### config.mk
export PLATFORM = sky130hd
export DESIGN_NAME = robinson_map_projection_core_flat
export DESIGN_NICKNAME = d
export VERILOG_FILES = /design/src/rtl/rmp_pkg.sv /design/src/rtl/rmp_req_if.sv /design/src/rtl/rmp_res_if.sv /design/src/rtl/rmp_cfg_regs.sv /design/src/rtl/rmp_interp.sv /design/src/rtl/rmp_project.sv /design/src/rtl/robinson_map_projection_core.sv /design/src/flat_wrapper.sv
export SDC_FILE = /design/constraint.sdc
export NUM_CORES = 2
export LEC_CHECK = 0
export BUFFER_PORTS_ARGS = -buffer_cell sky130_fd_sc_hd__buf_4
export CAP_MARGIN = 0
export CORE_ASPECT_RATIO = 0.8
export CORE_MARGIN = 2
export CORE_UTILIZATION = 70
export CTS_CLUSTER_DIAMETER = 120
export DETAILED_ROUTE_END_ITERATION = 12
export PLACE_DENSITY = 0.87
export SYNTH_ARGS = -nofsm -noshare
export SYNTH_HDL_FRONTEND = slang
export SYNTH_SLANG_ARGS = --single-unit
### constraint.sdc
create_clock -name i_clk -period 16 [get_ports i_clk]
set_input_delay 2.4 -clock i_clk [delete_from_list [all_inputs] [get_ports i_clk]]
set_output_delay 2.4 -clock i_clk [all_outputs]
set_load 0.03 [all_outputs]
### src/rtl/rmp_pkg.sv
// ============================================================================
// rmp_pkg
// Shared types, constants and tables for the Robinson map projection core.
// ============================================================================
`default_nettype none

package rmp_pkg;

    // Fixed-point formats
    localparam int TABLE_FRAC_BITS = 16;
    localparam int LON_FRAC_BITS   = 8;

    // Field and register widths
    localparam int LAT_W      = 8;
    localparam int LON_W      = 17;
    localparam int PIX_W      = 12;
    localparam int WIDTH_W    = 10;
    localparam int MARGIN_W   = 6;
    localparam int SHIFT_W    = 9;
    localparam int CFG_IDX_W  = 3;
    localparam int CFG_DATA_W = 10;

    // Pipeline depth
    localparam int STAGES = 6;

    // Band selection
    localparam int BAND_COUNT = 19;
    localparam int MAX_LAT    = 90;
    localparam int MAG_W      = 7;
    localparam int BAND_W     = 5;
    localparam int FRAC_W     = 3;
    localparam int DIV5_W     = 15;
    localparam int DIV5_SH    = 10;
    localparam int DIV5_MAGIC = 205;

    // Interpolation widths
    localparam int DEC_W = 14;
    localparam int Q_W   = TABLE_FRAC_BITS + 1;
    localparam int T5_W  = Q_W + 3;
    localparam int B_W   = Q_W + 4;
    localparam logic [B_W-1:0] FIVE_ONE = B_W'(64'd5 << TABLE_FRAC_BITS);

    // Horizontal path
    localparam int LONS_W = ((LON_W > SHIFT_W + LON_FRAC_BITS) ? LON_W
                            : SHIFT_W + LON_FRAC_BITS) + 1;
    localparam int P_W    = LONS_W + T5_W + 1;
    localparam int A_W    = P_W + 1;
    localparam int WA_W   = A_W + WIDTH_W + 1;
    localparam int XSH    = TABLE_FRAC_BITS + LON_FRAC_BITS;
    localparam logic signed [A_W-1:0] X_BIAS = A_W'(64'd900 << XSH);
    localparam int V_W       = 24;
    localparam int X_K_LOG   = 12;
    localparam int X_K       = 1 << X_K_LOG;
    localparam int X_OFFSET  = 1800 * X_K;
    localparam int U_W       = 24;
    localparam int U3_W      = U_W - 3;
    localparam int X_DIV_SH  = U3_W + 8;
    localparam int X_MAGIC_W = 22;
    localparam logic [X_MAGIC_W-1:0] X_MAGIC =
        X_MAGIC_W'(((64'd1 << X_DIV_SH) + 64'd224) / 64'd225);
    localparam int X_PROD_W  = U3_W + X_MAGIC_W;
    localparam int XQ_W      = X_PROD_W - X_DIV_SH;

    // Vertical path
    localparam int HB_W      = B_W + WIDTH_W;
    localparam int YV_W      = 13;
    localparam int Y_DIV_SH  = YV_W + 3;
    localparam int Y_MAGIC_W = 14;
    localparam logic [Y_MAGIC_W-1:0] Y_MAGIC =
        Y_MAGIC_W'(((64'd1 << Y_DIV_SH) + 64'd4) / 64'd5);
    localparam int Y_PROD_W  = YV_W + Y_MAGIC_W;
    localparam int YQ_W      = Y_PROD_W - Y_DIV_SH;

    // Register indexes
    typedef enum logic [CFG_IDX_W-1:0] {
        CFG_MAP_WIDTH   = 3'd0,
        CFG_MAP_HEIGHT  = 3'd1,
        CFG_MARGIN_LEFT = 3'd2,
        CFG_MARGIN_TOP  = 3'd3,
        CFG_LON_SHIFT   = 3'd4
    } t_cfg_idx;

    typedef struct packed {
        logic        [WIDTH_W-1:0]  draw_width;
        logic        [WIDTH_W-1:0]  draw_height;
        logic        [MARGIN_W-1:0] margin_left;
        logic        [MARGIN_W-1:0] margin_top;
        logic signed [SHIFT_W-1:0]  longitude_shift;
    } t_cfg;

    localparam t_cfg CFG_RESET = '{
        draw_width:      10'd990,
        draw_height:     10'd503,
        margin_left:     6'd5,
        margin_top:      6'd2,
        longitude_shift: -9'sd10
    };

    // Four-decimal tables, index 0 at the equator
    typedef logic [BAND_COUNT-1:0][DEC_W-1:0] t_dec_tab;
    typedef logic [BAND_COUNT-1:0][Q_W-1:0]   t_q_tab;

    localparam t_dec_tab LEN_DEC = {
        14'd5322, 14'd5722, 14'd6213, 14'd6732, 14'd7186, 14'd7597, 14'd7986,
        14'd8350, 14'd8679, 14'd8962, 14'd9216, 14'd9427, 14'd9600, 14'd9730,
        14'd9822, 14'd9900, 14'd9954, 14'd9986, 14'd10000
    };

    localparam t_dec_tab DIST_DEC = {
        14'd10000, 14'd9761, 14'd9394, 14'd8936, 14'd8435, 14'd7903, 14'd7346,
        14'd6769, 14'd6176, 14'd5571, 14'd4958, 14'd4340, 14'd3720, 14'd3100,
        14'd2480, 14'd1860, 14'd1240, 14'd620, 14'd0
    };

    // Round half up to Q1.TABLE_FRAC_BITS
    function automatic t_q_tab make_q_tab(t_dec_tab dec);
        t_q_tab q;
        for (int i = 0; i < BAND_COUNT; i++) begin
            q[i] = Q_W'(((64'(dec[i]) << TABLE_FRAC_BITS) + 64'd5000) / 64'd10000);
        end
        return q;
    endfunction

    localparam t_q_tab LEN_Q  = make_q_tab(LEN_DEC);
    localparam t_q_tab DIST_Q = make_q_tab(DIST_DEC);

endpackage

`default_nettype wire

### src/rtl/rmp_req_if.sv
// ============================================================================
// rmp_req_if
// Request channel: one latitude/longitude pair per handshake.
// ============================================================================
`default_nettype none

interface rmp_req_if import rmp_pkg::*; ();
    logic                    valid;
    logic                    ready;
    logic signed [LAT_W-1:0] latitude_deg;
    logic signed [LON_W-1:0] longitude_q8;

    modport source (output valid, output latitude_deg, output longitude_q8, input ready);
    modport sink   (input valid, input latitude_deg, input longitude_q8, output ready);
endinterface

`default_nettype wire

### src/rtl/rmp_res_if.sv
// ============================================================================
// rmp_res_if
// Result channel: one pixel coordinate pair per handshake.
// ============================================================================
`default_nettype none

interface rmp_res_if import rmp_pkg::*; ();
    logic                    valid;
    logic                    ready;
    logic signed [PIX_W-1:0] pixel_x;
    logic signed [PIX_W-1:0] pixel_y;

    modport source (output valid, output pixel_x, output pixel_y, input ready);
    modport sink   (input valid, input pixel_x, input pixel_y, output ready);
endinterface

`default_nettype wire

### src/rtl/rmp_cfg_regs.sv
// ============================================================================
// rmp_cfg_regs
// Configuration register file, written by index.
// ============================================================================
`default_nettype none

module rmp_cfg_regs import rmp_pkg::*; (
    input  logic                  i_clk,
    input  logic                  i_rst_n,
    input  logic                  i_cfg_we,
    input  logic [CFG_IDX_W-1:0]  i_cfg_idx,
    input  logic [CFG_DATA_W-1:0] i_cfg_wdata,
    output t_cfg                  o_cfg
);

    t_cfg r_cfg;
    t_cfg n_cfg;

    always_comb begin
        n_cfg = r_cfg;
        if (i_cfg_we) begin
            case (t_cfg_idx'(i_cfg_idx))
                CFG_MAP_WIDTH:   n_cfg.draw_width      = i_cfg_wdata[WIDTH_W-1:0];
                CFG_MAP_HEIGHT:  n_cfg.draw_height     = i_cfg_wdata[WIDTH_W-1:0];
                CFG_MARGIN_LEFT: n_cfg.margin_left     = i_cfg_wdata[MARGIN_W-1:0];
                CFG_MARGIN_TOP:  n_cfg.margin_top      = i_cfg_wdata[MARGIN_W-1:0];
                CFG_LON_SHIFT:   n_cfg.longitude_shift = i_cfg_wdata[SHIFT_W-1:0];
                default: begin
                    // drop writes beyond the register list
                end
            endcase
        end
    end

    always_ff @(posedge i_clk) begin
        if (!i_rst_n) begin
            r_cfg <= CFG_RESET;
        end else begin
            r_cfg <= n_cfg;
        end
    end

    assign o_cfg = r_cfg;

endmodule

`default_nettype wire

### src/rtl/rmp_interp.sv
// ============================================================================
// rmp_interp
// Stages 1-2: band select, shifted longitude, table interpolation.
// ============================================================================
`default_nettype none

module rmp_interp import rmp_pkg::*; (
    input  logic                     i_clk,
    input  logic [1:0]               i_en,
    input  logic signed [LAT_W-1:0]  i_latitude_deg,
    input  logic signed [LON_W-1:0]  i_longitude_q8,
    input  t_cfg                     i_cfg,
    output logic [T5_W-1:0]          o_len5,
    output logic [B_W-1:0]           o_b,
    output logic signed [LONS_W-1:0] o_lon_s
);

    // Stage 1
    logic [LAT_W-1:0]         mag_raw;
    logic [MAG_W-1:0]         mag;
    logic [DIV5_W-1:0]        kprod;
    logic [MAG_W-1:0]         five_k;
    logic [BAND_W-1:0]        n_k;
    logic [FRAC_W-1:0]        n_f;
    logic signed [LONS_W-1:0] n_lon_s;

    logic                     r_s1_neg;
    logic [BAND_W-1:0]        r_s1_k;
    logic [FRAC_W-1:0]        r_s1_f;
    logic signed [LONS_W-1:0] r_s1_lon_s;

    always_comb begin
        mag_raw = i_latitude_deg[LAT_W-1] ? (~i_latitude_deg + 1'b1) : i_latitude_deg;
        mag     = (mag_raw > LAT_W'(MAX_LAT)) ? MAG_W'(MAX_LAT) : mag_raw[MAG_W-1:0];
        // mag / 5 by reciprocal, exact over 0..90
        kprod   = DIV5_W'(mag) * DIV5_W'(DIV5_MAGIC);
        n_k     = kprod[DIV5_SH +: BAND_W];
        five_k  = {n_k, 2'b00} + MAG_W'(n_k);
        n_f     = FRAC_W'(mag - five_k);
        n_lon_s = LONS_W'(i_longitude_q8)
                + (LONS_W'(i_cfg.longitude_shift) <<< LON_FRAC_BITS);
    end

    always_ff @(posedge i_clk) begin
        if (i_en[0]) begin
            r_s1_neg   <= i_latitude_deg[LAT_W-1];
            r_s1_k     <= n_k;
            r_s1_f     <= n_f;
            r_s1_lon_s <= n_lon_s;
        end
    end

    // Stage 2
    logic [BAND_W-1:0]      k1;
    logic signed [T5_W:0]   l0, l1, d0, d1;
    logic signed [T5_W:0]   len5_s, dist5_s;
    logic signed [FRAC_W:0] f_s;
    logic [B_W-1:0]         n_b;

    logic [T5_W-1:0]          r_s2_len5;
    logic [B_W-1:0]           r_s2_b;
    logic signed [LONS_W-1:0] r_s2_lon_s;

    always_comb begin
        // hold on the last entry at the pole
        k1      = (r_s1_k == BAND_W'(BAND_COUNT - 1)) ? r_s1_k : r_s1_k + 1'b1;
        l0      = (T5_W+1)'(LEN_Q[r_s1_k]);
        l1      = (T5_W+1)'(LEN_Q[k1]);
        d0      = (T5_W+1)'(DIST_Q[r_s1_k]);
        d1      = (T5_W+1)'(DIST_Q[k1]);
        f_s     = {1'b0, r_s1_f};
        len5_s  = (l0 <<< 2) + l0 + (l1 - l0) * f_s;
        dist5_s = (d0 <<< 2) + d0 + (d1 - d0) * f_s;
        n_b     = r_s1_neg ? FIVE_ONE + B_W'(dist5_s) : FIVE_ONE - B_W'(dist5_s);
    end

    always_ff @(posedge i_clk) begin
        if (i_en[1]) begin
            r_s2_len5  <= len5_s[T5_W-1:0];
            r_s2_b     <= n_b;
            r_s2_lon_s <= r_s1_lon_s;
        end
    end

    assign o_len5  = r_s2_len5;
    assign o_b     = r_s2_b;
    assign o_lon_s = r_s2_lon_s;

endmodule

`default_nettype wire

### src/rtl/rmp_project.sv
// ============================================================================
// rmp_project
// Stages 3-6: scale by map size, floor divide by reciprocal, add margins.
// ============================================================================
`default_nettype none

module rmp_project import rmp_pkg::*; (
    input  logic                     i_clk,
    input  logic [3:0]               i_en,
    input  logic [T5_W-1:0]          i_len5,
    input  logic [B_W-1:0]           i_b,
    input  logic signed [LONS_W-1:0] i_lon_s,
    input  t_cfg                     i_cfg,
    output logic signed [PIX_W-1:0]  o_pixel_x,
    output logic signed [PIX_W-1:0]  o_pixel_y
);

    // Stage 3: longitude times parallel length, height times y term
    logic signed [P_W-1:0] n_p;
    logic [HB_W-1:0]       n_hb;
    logic signed [P_W-1:0] r_s3_p;
    logic [HB_W-1:0]       r_s3_hb;

    always_comb begin
        n_p  = P_W'(i_lon_s) * $signed({1'b0, i_len5});
        n_hb = HB_W'(i_b) * HB_W'(i_cfg.draw_height);
    end

    always_ff @(posedge i_clk) begin
        if (i_en[0]) begin
            r_s3_p  <= n_p;
            r_s3_hb <= n_hb;
        end
    end

    // Stage 4: centre offset, times width, drop the fraction (floor)
    logic signed [A_W-1:0]  n_a;
    logic signed [WA_W-1:0] n_wa;
    logic signed [V_W-1:0]  r_s4_v;
    logic [YV_W-1:0]        r_s4_yv;

    always_comb begin
        n_a  = A_W'(r_s3_p) + X_BIAS;
        n_wa = WA_W'(n_a) * $signed({1'b0, i_cfg.draw_width});
    end

    always_ff @(posedge i_clk) begin
        if (i_en[1]) begin
            r_s4_v  <= n_wa[XSH +: V_W];
            r_s4_yv <= r_s3_hb[TABLE_FRAC_BITS + 1 +: YV_W];
        end
    end

    // Stage 5: bias x positive, reciprocal multiplies for /1800 and /5
    logic [U_W-1:0]      n_u;
    logic [X_PROD_W-1:0] r_s5_xp;
    logic [Y_PROD_W-1:0] r_s5_yp;

    always_comb begin
        n_u = U_W'(r_s4_v) + U_W'(X_OFFSET);
    end

    always_ff @(posedge i_clk) begin
        if (i_en[2]) begin
            r_s5_xp <= X_PROD_W'(n_u[U_W-1:3]) * X_PROD_W'(X_MAGIC);
            r_s5_yp <= Y_PROD_W'(r_s4_yv) * Y_PROD_W'(Y_MAGIC);
        end
    end

    // Stage 6: remove bias, add margins, wrap to pixel width
    logic [PIX_W-1:0] n_px;
    logic [PIX_W-1:0] n_py;
    logic [PIX_W-1:0] r_s6_px;
    logic [PIX_W-1:0] r_s6_py;

    always_comb begin
        n_px = PIX_W'(r_s5_xp[X_DIV_SH +: XQ_W]) - PIX_W'(X_K)
             + PIX_W'(i_cfg.margin_left);
        n_py = PIX_W'(r_s5_yp[Y_DIV_SH +: YQ_W]) + PIX_W'(i_cfg.margin_top);
    end

    always_ff @(posedge i_clk) begin
        if (i_en[3]) begin
            r_s6_px <= n_px;
            r_s6_py <= n_py;
        end
    end

    assign o_pixel_x = r_s6_px;
    assign o_pixel_y = r_s6_py;

endmodule

`default_nettype wire

### src/rtl/robinson_map_projection_core.sv
// ============================================================================
// robinson_map_projection_core
// Robinson projection of latitude/longitude to signed pixel coordinates by
// table interpolation, six-stage pipeline.
// ============================================================================
//
//  Channel   Dir  Handshake        Payload
//  --------  ---  ---------------  ------------------------------------------
//  i_req     in   valid / ready    latitude_deg s8, longitude_q8 s17 (Q9.8)
//  o_res     out  valid / ready    pixel_x s12, pixel_y s12
//  i_cfg_*   in   write enable     i_cfg_idx 3b, i_cfg_wdata 10b
//
//  One request enters every cycle unless a stall on o_res has filled every
//  stage, paced by the pipeline stage registers (the widest unit is the
//  40 x 11 bit width multiplier in stage four).
//  Reset is synchronous and active low; it clears the stage valid bits and
//  loads the register defaults. Data registers are not reset.
//  A stall on o_res holds only the stages that are full: bubbles close up,
//  and i_req.ready falls only once all six stages hold a request.
//
//  Stages:
//    1  |lat| saturated to 90, band = |lat|/5 and remainder, shifted longitude
//    2  table lookup and interpolation (five times the Q1.16 value)
//    3  longitude x length, height x (5 -/+ distance)
//    4  add centre offset, times width, floor by the fraction shift
//    5  reciprocal multiply for the divisions by 1800 and by 5
//    6  remove the x bias, add margins, wrap to 12 bits
// ============================================================================
`default_nettype none

module robinson_map_projection_core import rmp_pkg::*; (
    input  logic                  i_clk,
    input  logic                  i_rst_n,
    input  logic                  i_cfg_we,
    input  logic [CFG_IDX_W-1:0]  i_cfg_idx,
    input  logic [CFG_DATA_W-1:0] i_cfg_wdata,
    rmp_req_if.sink               i_req,
    rmp_res_if.source             o_res
);

    t_cfg cfg;

    rmp_cfg_regs u_cfg (
        .i_clk       (i_clk),
        .i_rst_n     (i_rst_n),
        .i_cfg_we    (i_cfg_we),
        .i_cfg_idx   (i_cfg_idx),
        .i_cfg_wdata (i_cfg_wdata),
        .o_cfg       (cfg)
    );

    // ------------------------------------------------------------------
    // Valid pipeline: a stage loads when empty or when the next one moves
    // ------------------------------------------------------------------
    logic [STAGES-1:0] r_vld;
    logic [STAGES-1:0] n_vld;
    logic [STAGES:0]   stage_rdy;

    always_comb begin
        stage_rdy[STAGES] = o_res.ready;
        for (int i = STAGES - 1; i >= 0; i--) begin
            stage_rdy[i] = !r_vld[i] || stage_rdy[i+1];
        end
        n_vld[0] = stage_rdy[0] ? i_req.valid : r_vld[0];
        for (int i = 1; i < STAGES; i++) begin
            n_vld[i] = stage_rdy[i] ? r_vld[i-1] : r_vld[i];
        end
    end

    always_ff @(posedge i_clk) begin
        if (!i_rst_n) begin
            r_vld <= '0;
        end else begin
            r_vld <= n_vld;
        end
    end

    assign i_req.ready = stage_rdy[0];
    assign o_res.valid = r_vld[STAGES-1];

    // ------------------------------------------------------------------
    // Datapath
    // ------------------------------------------------------------------
    logic [T5_W-1:0]          len5;
    logic [B_W-1:0]           b_term;
    logic signed [LONS_W-1:0] lon_s;

    rmp_interp u_interp (
        .i_clk          (i_clk),
        .i_en           (stage_rdy[1:0]),
        .i_latitude_deg (i_req.latitude_deg),
        .i_longitude_q8 (i_req.longitude_q8),
        .i_cfg          (cfg),
        .o_len5         (len5),
        .o_b            (b_term),
        .o_lon_s        (lon_s)
    );

    rmp_project u_project (
        .i_clk     (i_clk),
        .i_en      (stage_rdy[STAGES-1:2]),
        .i_len5    (len5),
        .i_b       (b_term),
        .i_lon_s   (lon_s),
        .i_cfg     (cfg),
        .o_pixel_x (o_res.pixel_x),
        .o_pixel_y (o_res.pixel_y)
    );

    // ------------------------------------------------------------------
    // Assertions
    // ------------------------------------------------------------------
    // back-pressure reaches the input only when every stage is occupied
    a_full_when_blocked: assert property (@(posedge i_clk) disable iff (!i_rst_n)
        !i_req.ready |-> (&r_vld))
        else $error("request refused with a bubble in the pipeline");

    a_block_needs_stall: assert property (@(posedge i_clk) disable iff (!i_rst_n)
        !i_req.ready |-> !o_res.ready)
        else $error("request refused while the result side is ready");

    a_accept_enters: assert property (@(posedge i_clk) disable iff (!i_rst_n)
        (i_req.valid && i_req.ready) |=> r_vld[0])
        else $error("accepted request missing from stage one");

    a_last_advances: assert property (@(posedge i_clk) disable iff (!i_rst_n)
        (r_vld[STAGES-2] && o_res.ready) |=> o_res.valid)
        else $error("request lost between stage five and the output");

    a_reset_clears: assert property (@(posedge i_clk)
        !i_rst_n |=> !o_res.valid)
        else $error("result valid straight after reset");

endmodule

`default_nettype wire
### src/flat_wrapper.sv
// flat-port wrapper written by rule: the top's interface ports become plain ports
module robinson_map_projection_core_flat import rmp_pkg::*;
  (i_clk, i_rst_n, i_cfg_we, i_cfg_idx, i_cfg_wdata, i_req_valid, i_req_latitude_deg, i_req_longitude_q8, i_req_ready, o_res_valid, o_res_pixel_x, o_res_pixel_y, o_res_ready);
  rmp_req_if i_req_i ();
  rmp_res_if o_res_i ();
  input  logic i_clk;
  input  logic i_rst_n;
  input  logic i_cfg_we;
  input  logic [CFG_IDX_W-1:0] i_cfg_idx;
  input  logic [CFG_DATA_W-1:0] i_cfg_wdata;
  input wire logic [$bits(i_req_i.valid)-1:0] i_req_valid;
  input wire logic [$bits(i_req_i.latitude_deg)-1:0] i_req_latitude_deg;
  input wire logic [$bits(i_req_i.longitude_q8)-1:0] i_req_longitude_q8;
  output wire logic [$bits(i_req_i.ready)-1:0] i_req_ready;
  output wire logic [$bits(o_res_i.valid)-1:0] o_res_valid;
  output wire logic [$bits(o_res_i.pixel_x)-1:0] o_res_pixel_x;
  output wire logic [$bits(o_res_i.pixel_y)-1:0] o_res_pixel_y;
  input wire logic [$bits(o_res_i.ready)-1:0] o_res_ready;
  assign i_req_i.valid = i_req_valid;
  assign i_req_i.latitude_deg = i_req_latitude_deg;
  assign i_req_i.longitude_q8 = i_req_longitude_q8;
  assign i_req_ready = i_req_i.ready;
  assign o_res_valid = o_res_i.valid;
  assign o_res_pixel_x = o_res_i.pixel_x;
  assign o_res_pixel_y = o_res_i.pixel_y;
  assign o_res_i.ready = o_res_ready;
  robinson_map_projection_core u_core (.i_clk(i_clk), .i_rst_n(i_rst_n), .i_cfg_we(i_cfg_we), .i_cfg_idx(i_cfg_idx), .i_cfg_wdata(i_cfg_wdata), .i_req(i_req_i), .o_res(o_res_i));
endmodule
### Yosys cells after proc, flatten, opt, wreduce, memory -nomap -nowiden

Memory sizes are Yosys's and may differ from the RTL's. A register that Yosys moved wholly into a read port is not among the register bits.
Cells that the tools add are included.

| operators by class | value |
|---|---|
| add/subtract/negate cells | 17 |
| multipliers | 8 |
| $lt $le $gt $ge | 3 |
| equal/unequal tests | 5 |
| mux-type cells | 10 |
| bitwise operators | 1 |
| reduce and logical (&&, ||, !) cells | 18 |

Operators with widths:

| operator | count |
|---|---|
| $mux W17 | 4 |
| $mul A40 B11 Y48 | 1 |
| $mul A21 B22 Y41 const B | 1 |
| $add A19 B17 Y20 | 2 |
| $add A39 B35 Y40 const B | 1 |
| $mul A18 B21 Y39 | 1 |
| $sub A17 B17 Y18 | 2 |
| $mul A21 B10 Y30 | 1 |
| $mul A13 B12 Y25 const B | 1 |
| $add A24 B24 Y24 const B | 1 |
| $add A19 B21 Y21 const A | 1 |
| $add A21 B21 Y21 | 1 |
| $mul A18 B4 Y21 | 1 |
| $mux W21 | 1 |
| $sub A19 B21 Y21 const A | 1 |
| $add A20 B20 Y20 | 1 |
| $mul A18 B4 Y20 | 1 |
| $add A17 B17 Y18 | 1 |
| $mul A7 B8 Y15 const B | 1 |
| $mux W5 | 3 |
| $add A11 B6 Y12 | 1 |
| $add A12 B6 Y12 | 1 |
| $lt A5 B6 Y1 const B | 2 |
| $reduce_and A2 Y1 | 5 |
| other kinds (15) | 26 |

| word-level totals | value |
|---|---|
| register bits | 329 |
| bits in read-only memories | 2176 |
| bits of input ports | 43 |
| memories | 4 |

Memory list:

| memory | words | bits a word | read ports | clocked after memory_dff | write ports | line | RTL |
|---|---|---|---|---|---|---|---|
| (name not given) | 32 | 17 | 1 | 0 | 0 | rmp_interp.sv:70 | `d1 = (T5_W+1)'(DIST_Q[k1]);` |
| (name not given) | 32 | 17 | 1 | 1 | 0 | rmp_interp.sv:69 | `d0 = (T5_W+1)'(DIST_Q[r_s1_k]);` |
| (name not given) | 32 | 17 | 1 | 0 | 0 | rmp_interp.sv:68 | `l1 = (T5_W+1)'(LEN_Q[k1]);` |
| (name not given) | 32 | 17 | 1 | 1 | 0 | rmp_interp.sv:67 | `l0 = (T5_W+1)'(LEN_Q[r_s1_k]);` |

### Depth between registers and ports, before layout

| logic depth | value |
|---|---|
| depth after elaboration | 9 |
| depth in mapped cells | 43 |
| gate-level depth less buffers | 41 |

### By module

From an unflattened synthesis, not the netlist that was laid out.

| unflattened totals | value |
|---|---|
| cell total of the unflattened synthesis | 6383 |
| area, all modules | 60777.0 um2 |

Modules (own cells, without submodules):

| module | times used | cells an instance | area each (um2) | seq. area each (um2) |
|---|---|---|---|---|
| rmp_project | 1 | 4561 | 44138.6 | 3993.8 |
| rmp_interp | 1 | 1639 | 14741.6 | 3263.1 |
| rmp_cfg_regs | 1 | 157 | 1662.8 | 820.8 |
| robinson_map_projection_core | 1 | 26 | 234.0 | 120.1 |

### Worst setup path after synthesis

Ideal clock, no wire load.

| timing path | value |
|---|---|
| path kind | register to register |
| start | register u_core.u_interp.r_s1_k[0] |
| end | register u_core.u_interp.r_s2_b[20] (netlist: u_core.u_interp.o_b[20]) (data pin) |
| arrival time | 8236 ps |
| data required time | 15740 ps |
| slack | 7504 ps |
| cell stages (with the launch flop) | 43 |
| clock period less this slack | 8496 ps |
| path through | edfxtp_1 -> buf_2 -> inv_1 -> ha_1 -> nand3b_1 -> nor2_1 -> xnor2_1 -> inv_1 -> ha_1 -> inv_1 -> a31oi_1 -> o211ai_1 -> o21ai_0 -> ha_1 -> inv_1 -> fa_1 -> a21o_1 -> a21oi_1 -> (+7 left out) -> and2_1 -> ha_1 -> fa_1 -> inv_1 -> fa_1 -> inv_1 -> ha_1 -> and3_1 -> a221oi_2 -> o21ai_1 -> a311oi_2 -> o21ai_1 -> a211oi_2 -> inv_1 -> ha_1 -> a2111oi_0 -> a21oi_1 -> xnor2_1 |

| between the ends | value |
|---|---|
| longest elaborated chain between the ends | 9 |

Ends and longest elaborated chain:

| item | line | RTL |
|---|---|---|
| start: declaration | rmp_interp.sv:28 | `logic [BAND_W-1:0] r_s1_k;` |
| start signal: assignment | rmp_interp.sv:47 | `r_s1_k <= n_k;` |
| $add A5 B1 Y5 / $eq A5 B5 Y1 (equally long branches) | rmp_interp.sv:66 | `k1 = (r_s1_k == BAND_W'(BAND_COUNT - 1)) ? r_s1_k : r_s1_k + 1'b1;` |
| $mux W5 (*) | rmp_interp.sv:66 |  |
| $mem_v2 Z32 W17 (*) | - |  |
| $mux W17 (implied by the code) (*) | rmp_interp.sv:70 |  |
| $sub A17 B17 Y18 (*) | rmp_interp.sv:73 | `dist5_s = (d0 <<< 2) + d0 + (d1 - d0) * f_s;` |
| $mul A18 B4 Y21 (*) | rmp_interp.sv:73 |  |
| $add A21 B21 Y21 (*) | rmp_interp.sv:73 |  |
| $sub A19 B21 Y21 / $add A19 B21 Y21 (equally long branches) | rmp_interp.sv:74 | `n_b = r_s1_neg ? FIVE_ONE + B_W'(dist5_s) : FIVE_ONE - B_W'(dist5_s);` |
| $mux W21 (*) | rmp_interp.sv:74 |  |
| named net u_core.u_interp.n_b[20] | rmp_interp.sv:58 | `logic [B_W-1:0] n_b;` |
| end signal: assignment | rmp_interp.sv:80 | `r_s2_b <= n_b;` |
| end: declaration | rmp_interp.sv:61 | `logic [B_W-1:0] r_s2_b;` |

The timed path passes the listed nets; every way through them passes the cells marked *. The select of a mux whose other input is x is not followed.
A chain may end at the register's enable or synchronous reset.

### Final worst setup path

Ends and elaborated chain as after synthesis.

==> flow_metrics.tcl <==
set metrics [dict create \
    critical_path.endpoint_type "flop" \
    initialDrtViolationCount 3862 \
    setup.worst_path.class "reg2reg" \
    reg2reg_depth 37 \
    post-dp-hpwl_um 115000 \
    place.gp.congestion 0.959 \
    max_cap_violations 0 \
    clock_tree_from_tritoncts "yes" \
    die_width_um 331 \
    timing.critical_path.slowest_stage_cell "sky130_fd_sc_hd__o41ai_1" \
    grt_max_degree 53 \
    initial_utilization 0.710 \
    run_status "completed" \
    synth_cells 6295 \
    cts_resized 0 \
    hold_violations 0 \
    post_synth.cell_area_avg_um2 9.52 \
    post-route-period-util 0.610 \
    synth_enable_flop_cells 219 \
    netlist-cell-type-count 102 \
    required_ns 16.31 \
    drive_gt1_frac 0.0343 \
    growth_of_design_area_from_synthesis_to_finish_pct 4.12 \
    final_period_minus_worst_setup_slack_ns 9.76 \
    critical_path.max_fanout 10 \
    critical_path.reg2reg.endpoint "u_core.u_interp.o_b[20]" \
    firstDrtPassIters 5 \
    r2r_slack_ns 6.24 \
    grtUsageTotal 0.344 \
    synth_area_mm2 0.0599 \
    finalMaxSlewViolations 0 \
    syn_nets 8170 \
    critPathMaxStageDelay_ns 0.58 \
    synth_seq_area_share 0.137 \
    path_common_cell "sky130_fd_sc_hd__ha_1" \
    antenna_found_initial 6 \
    final_nets 8086 \
    fin_worst_skew_ns 0.0262 \
    ant_nets 0 \
    slew-limit-headroom 0.148 \
    vias_per_cell 5.98 \
    crit_arrival_ns 10.07 \
    postCtsHoldBufs 0 \
    fp.dieH_um 266 \
    grt_setup_unrepaired "no" \
    core_region_area_mm2 0.0844 \
    clock-sinks 300 \
    rows 95 \
    yosys_warnings 0 \
    clock_root_cell "sky130_fd_sc_hd__clkbuf_16" \
    setup_tns_ns 0 \
    port-buffer-count 68 \
    met2_grt_util 0.553 \
    numCtsBuffers 35 \
    fp.dieArea_mm2 0.0880 \
    setup_violations 0 \
    htreeDepth 2 \
    wl_um 146000 \
    grt_remaining_overflow 0 \
    yosys_most_used_dff "sky130_fd_sc_hd__edfxtp_1" \
    gr-usage-met3 0.0672 \
    synth_seq_cells 300 \
    routed-via-count 43972 \
    drc 0 \
    grt_use_met1 0.468 \
    hold_crit_class "reg2reg" \
    grt_pass1_vias 47292 \
    setup.worst_path.start_class "flop" \
    worstSetupEndpoint "u_core.u_interp.o_b[20]" \
    post_drt_wl_per_cell_um 19.9 \
    grt_pass1_wl_um 240000 \
    startpoint_of_the_tightest_hold_check_path "u_core.u_interp.r_s1_lon_s[4]" \
    cts.clk_slew.worst_paths_ns 0.07 \
    busiest_layer "met2" \
    number_of_i_o_pins 69 \
    clock_latency_ns 0.57 \
    post_cts.repair.setup_buffers 0 \
    fmaxAchievable_ghz 0.102 \
    crit_path_start "u_core.u_interp.r_s1_k[0]" \
    rr_startpoint "u_core.u_interp.r_s1_k[0]" \
    clockBufferDepth 3 \
    ys_async_sr_fraction 0 \
    timing_worst_slew_pin_value_ns 1.28 \
]
-- registers in the layout (all words and copies together), names as in the netlist, 13 cells and up --
register	cells
u_core.u_project.r_s3_hb	13
u_core.u_interp.o_lon_s	18
u_core.u_project.r_s4_v	21
u_core.u_interp.o_b	21
u_core.u_project.r_s4_yv	13
u_core.u_interp.r_s1_lon_s	18
u_core.u_interp.l0	17
u_core.u_cfg.o_cfg	41
u_core.u_interp.d0	17
u_core.u_project.r_s3_p	39
u_core.u_interp.o_len5	20
-- worst max-delay path: cells and delay by family (launching register included) --
family,cells,cell delay (ns)
AO/OA/AOI/OAI,16,4.00
buffers and inverters,5,0.53
AND/OR/NAND/NOR,5,0.94
flip-flops,1,0.52
XOR/XNOR,3,0.62
adder cells (fa/ha/maj),8,2.91
-- logic make-up (layout without fill, tap and decap cells) --
| kind of cell | Yosys count | count (layout) | synth area share |
|---|---|---|---|
| AND/OR/NAND/NOR | 1769 | 1769 | 0.146 |
| multiplexers | 21 | 21 | 0.00357 |
| other | 0 | 3 | 0 |
| buffers and inverters | 1460 | 1402 | 0.0923 |
| adder cells (fa/ha/maj) | 1832 | 1832 | 0.511 |
| XOR/XNOR | 258 | 258 | 0.0378 |
| flip-flops | 300 | 300 | 0.137 |
| AO/OA/AOI/OAI | 655 | 655 | 0.0725 |
-- placed cells by master (no fill, tap or decap), types with 8 or more instances in the layout --
master,count
sky130_fd_sc_hd__o21ai_0,98
sky130_fd_sc_hd__xnor2_1,185
sky130_fd_sc_hd__o21ai_1,10
sky130_fd_sc_hd__and3_1,27
sky130_fd_sc_hd__nand3b_1,8
sky130_fd_sc_hd__or3_1,9
sky130_fd_sc_hd__nand3_1,87
sky130_fd_sc_hd__nor2b_1,69
sky130_fd_sc_hd__buf_4,111
sky130_fd_sc_hd__o211ai_1,21
sky130_fd_sc_hd__o21bai_1,24
sky130_fd_sc_hd__o31ai_1,16
sky130_fd_sc_hd__a21boi_0,14
sky130_fd_sc_hd__mux2i_1,18
sky130_fd_sc_hd__o41ai_1,8
sky130_fd_sc_hd__a21oi_1,198
sky130_fd_sc_hd__a211oi_1,31
sky130_fd_sc_hd__and2_1,504
sky130_fd_sc_hd__nand2b_1,47
sky130_fd_sc_hd__o31a_1,8
sky130_fd_sc_hd__o21a_1,46
sky130_fd_sc_hd__dfxtp_1,81
sky130_fd_sc_hd__nand4_1,19
sky130_fd_sc_hd__nor3b_1,9
sky130_fd_sc_hd__inv_1,1223
sky130_fd_sc_hd__clkbuf_16,41
sky130_fd_sc_hd__a31oi_1,23
sky130_fd_sc_hd__nor2_1,174
sky130_fd_sc_hd__fa_1,1027
sky130_fd_sc_hd__ha_1,805
sky130_fd_sc_hd__nor3_1,52
sky130_fd_sc_hd__a21o_1,70
sky130_fd_sc_hd__xor2_1,72
sky130_fd_sc_hd__or2_2,9
sky130_fd_sc_hd__nand2_1,718
sky130_fd_sc_hd__edfxtp_1,219
-- per-layer routing --
| layer | wire length, um | vias to the layer above |
|---|---|---|
| li1 | - | 19616 |
| met1 | 58400 | 21813 |
| met2 | 68400 | 2136 |
| met3 | 14300 | 405 |
| met4 | 5260 | 2 |
| met5 | 13 | - |
-- area by class of cell --
type                       instances  area, um^2
antenna                            3        7.51
clock buffer                      49        1060
clock inverter                    14        96.3
fill                            5607       22000
inverter                        1228        4610
multi-input combinational       4535       46200
sequential                       300        8200
tap                             1115        1400
timing repair buffer             111         833
-- worst min path at each step --
stage,endpoint,slack [ns],cells after the start
after floorplan,u_core.u_interp.o_lon_s[0],0.40,0
after global placement,u_core.u_project.r_s4_yv[4],0.40,0
after detailed placement,u_core.u_interp.o_lon_s[3],0.40,0
after CTS,u_core.u_interp.o_lon_s[4],0.41,0
after global routing,u_core.u_interp.o_lon_s[7],0.42,0
final,u_core.u_interp.o_lon_s[4],0.41,0
-- synth_stat cells (18+ instances only) --
library cell / number / area share
sky130_fd_sc_hd__a31oi_1: 23 / 0.0024
sky130_fd_sc_hd__and3_1: 27 / 0.0028
sky130_fd_sc_hd__nand4_1: 19 / 0.0020
sky130_fd_sc_hd__nor3_1: 52 / 0.0043
sky130_fd_sc_hd__fa_1: 1027 / 0.34
sky130_fd_sc_hd__xor2_1: 72 / 0.011
sky130_fd_sc_hd__clkbuf_1: 208 / 0.013
sky130_fd_sc_hd__nand2_1: 719 / 0.045
sky130_fd_sc_hd__nand3_1: 87 / 0.0073
sky130_fd_sc_hd__ha_1: 805 / 0.17
sky130_fd_sc_hd__edfxtp_1: 219 / 0.11
sky130_fd_sc_hd__a21oi_1: 198 / 0.017
sky130_fd_sc_hd__nor2_1: 174 / 0.011
sky130_fd_sc_hd__and2_1: 504 / 0.053
sky130_fd_sc_hd__mux2i_1: 18 / 0.0030
sky130_fd_sc_hd__o21bai_1: 24 / 0.0030
sky130_fd_sc_hd__nand2b_1: 47 / 0.0049
sky130_fd_sc_hd__o21a_1: 46 / 0.0058
sky130_fd_sc_hd__a211oi_1: 31 / 0.0039
sky130_fd_sc_hd__o21ai_0: 99 / 0.0083
sky130_fd_sc_hd__o211ai_1: 21 / 0.0026
sky130_fd_sc_hd__inv_1: 1224 / 0.077
sky130_fd_sc_hd__a21o_1: 70 / 0.0088
sky130_fd_sc_hd__dfxtp_1: 81 / 0.027
sky130_fd_sc_hd__xnor2_1: 185 / 0.027
sky130_fd_sc_hd__nor2b_1: 69 / 0.0072
-- metrics by stage --
step / hold slack, ns / cells / util / area (um^2) / setup slack [ns]
floorplan: 0.400 / 6295 / - / 59900 / 7.50
global placement: 0.401 / 7289 / 0.726 / 61200 / 6.72
detailed placement: 0.405 / 7289 / 0.726 / 61200 / 6.35
CTS: 0.413 / 7352 / 0.739 / 62400 / 6.31
global route: 0.422 / 7354 / 0.739 / 62400 / 5.45
finish: 0.409 / 7355 / 0.740 / 62400 / 6.24
Power is not shown: default switching activity piles up to over one toggle a cycle in this logic, so the estimate is an artifact.
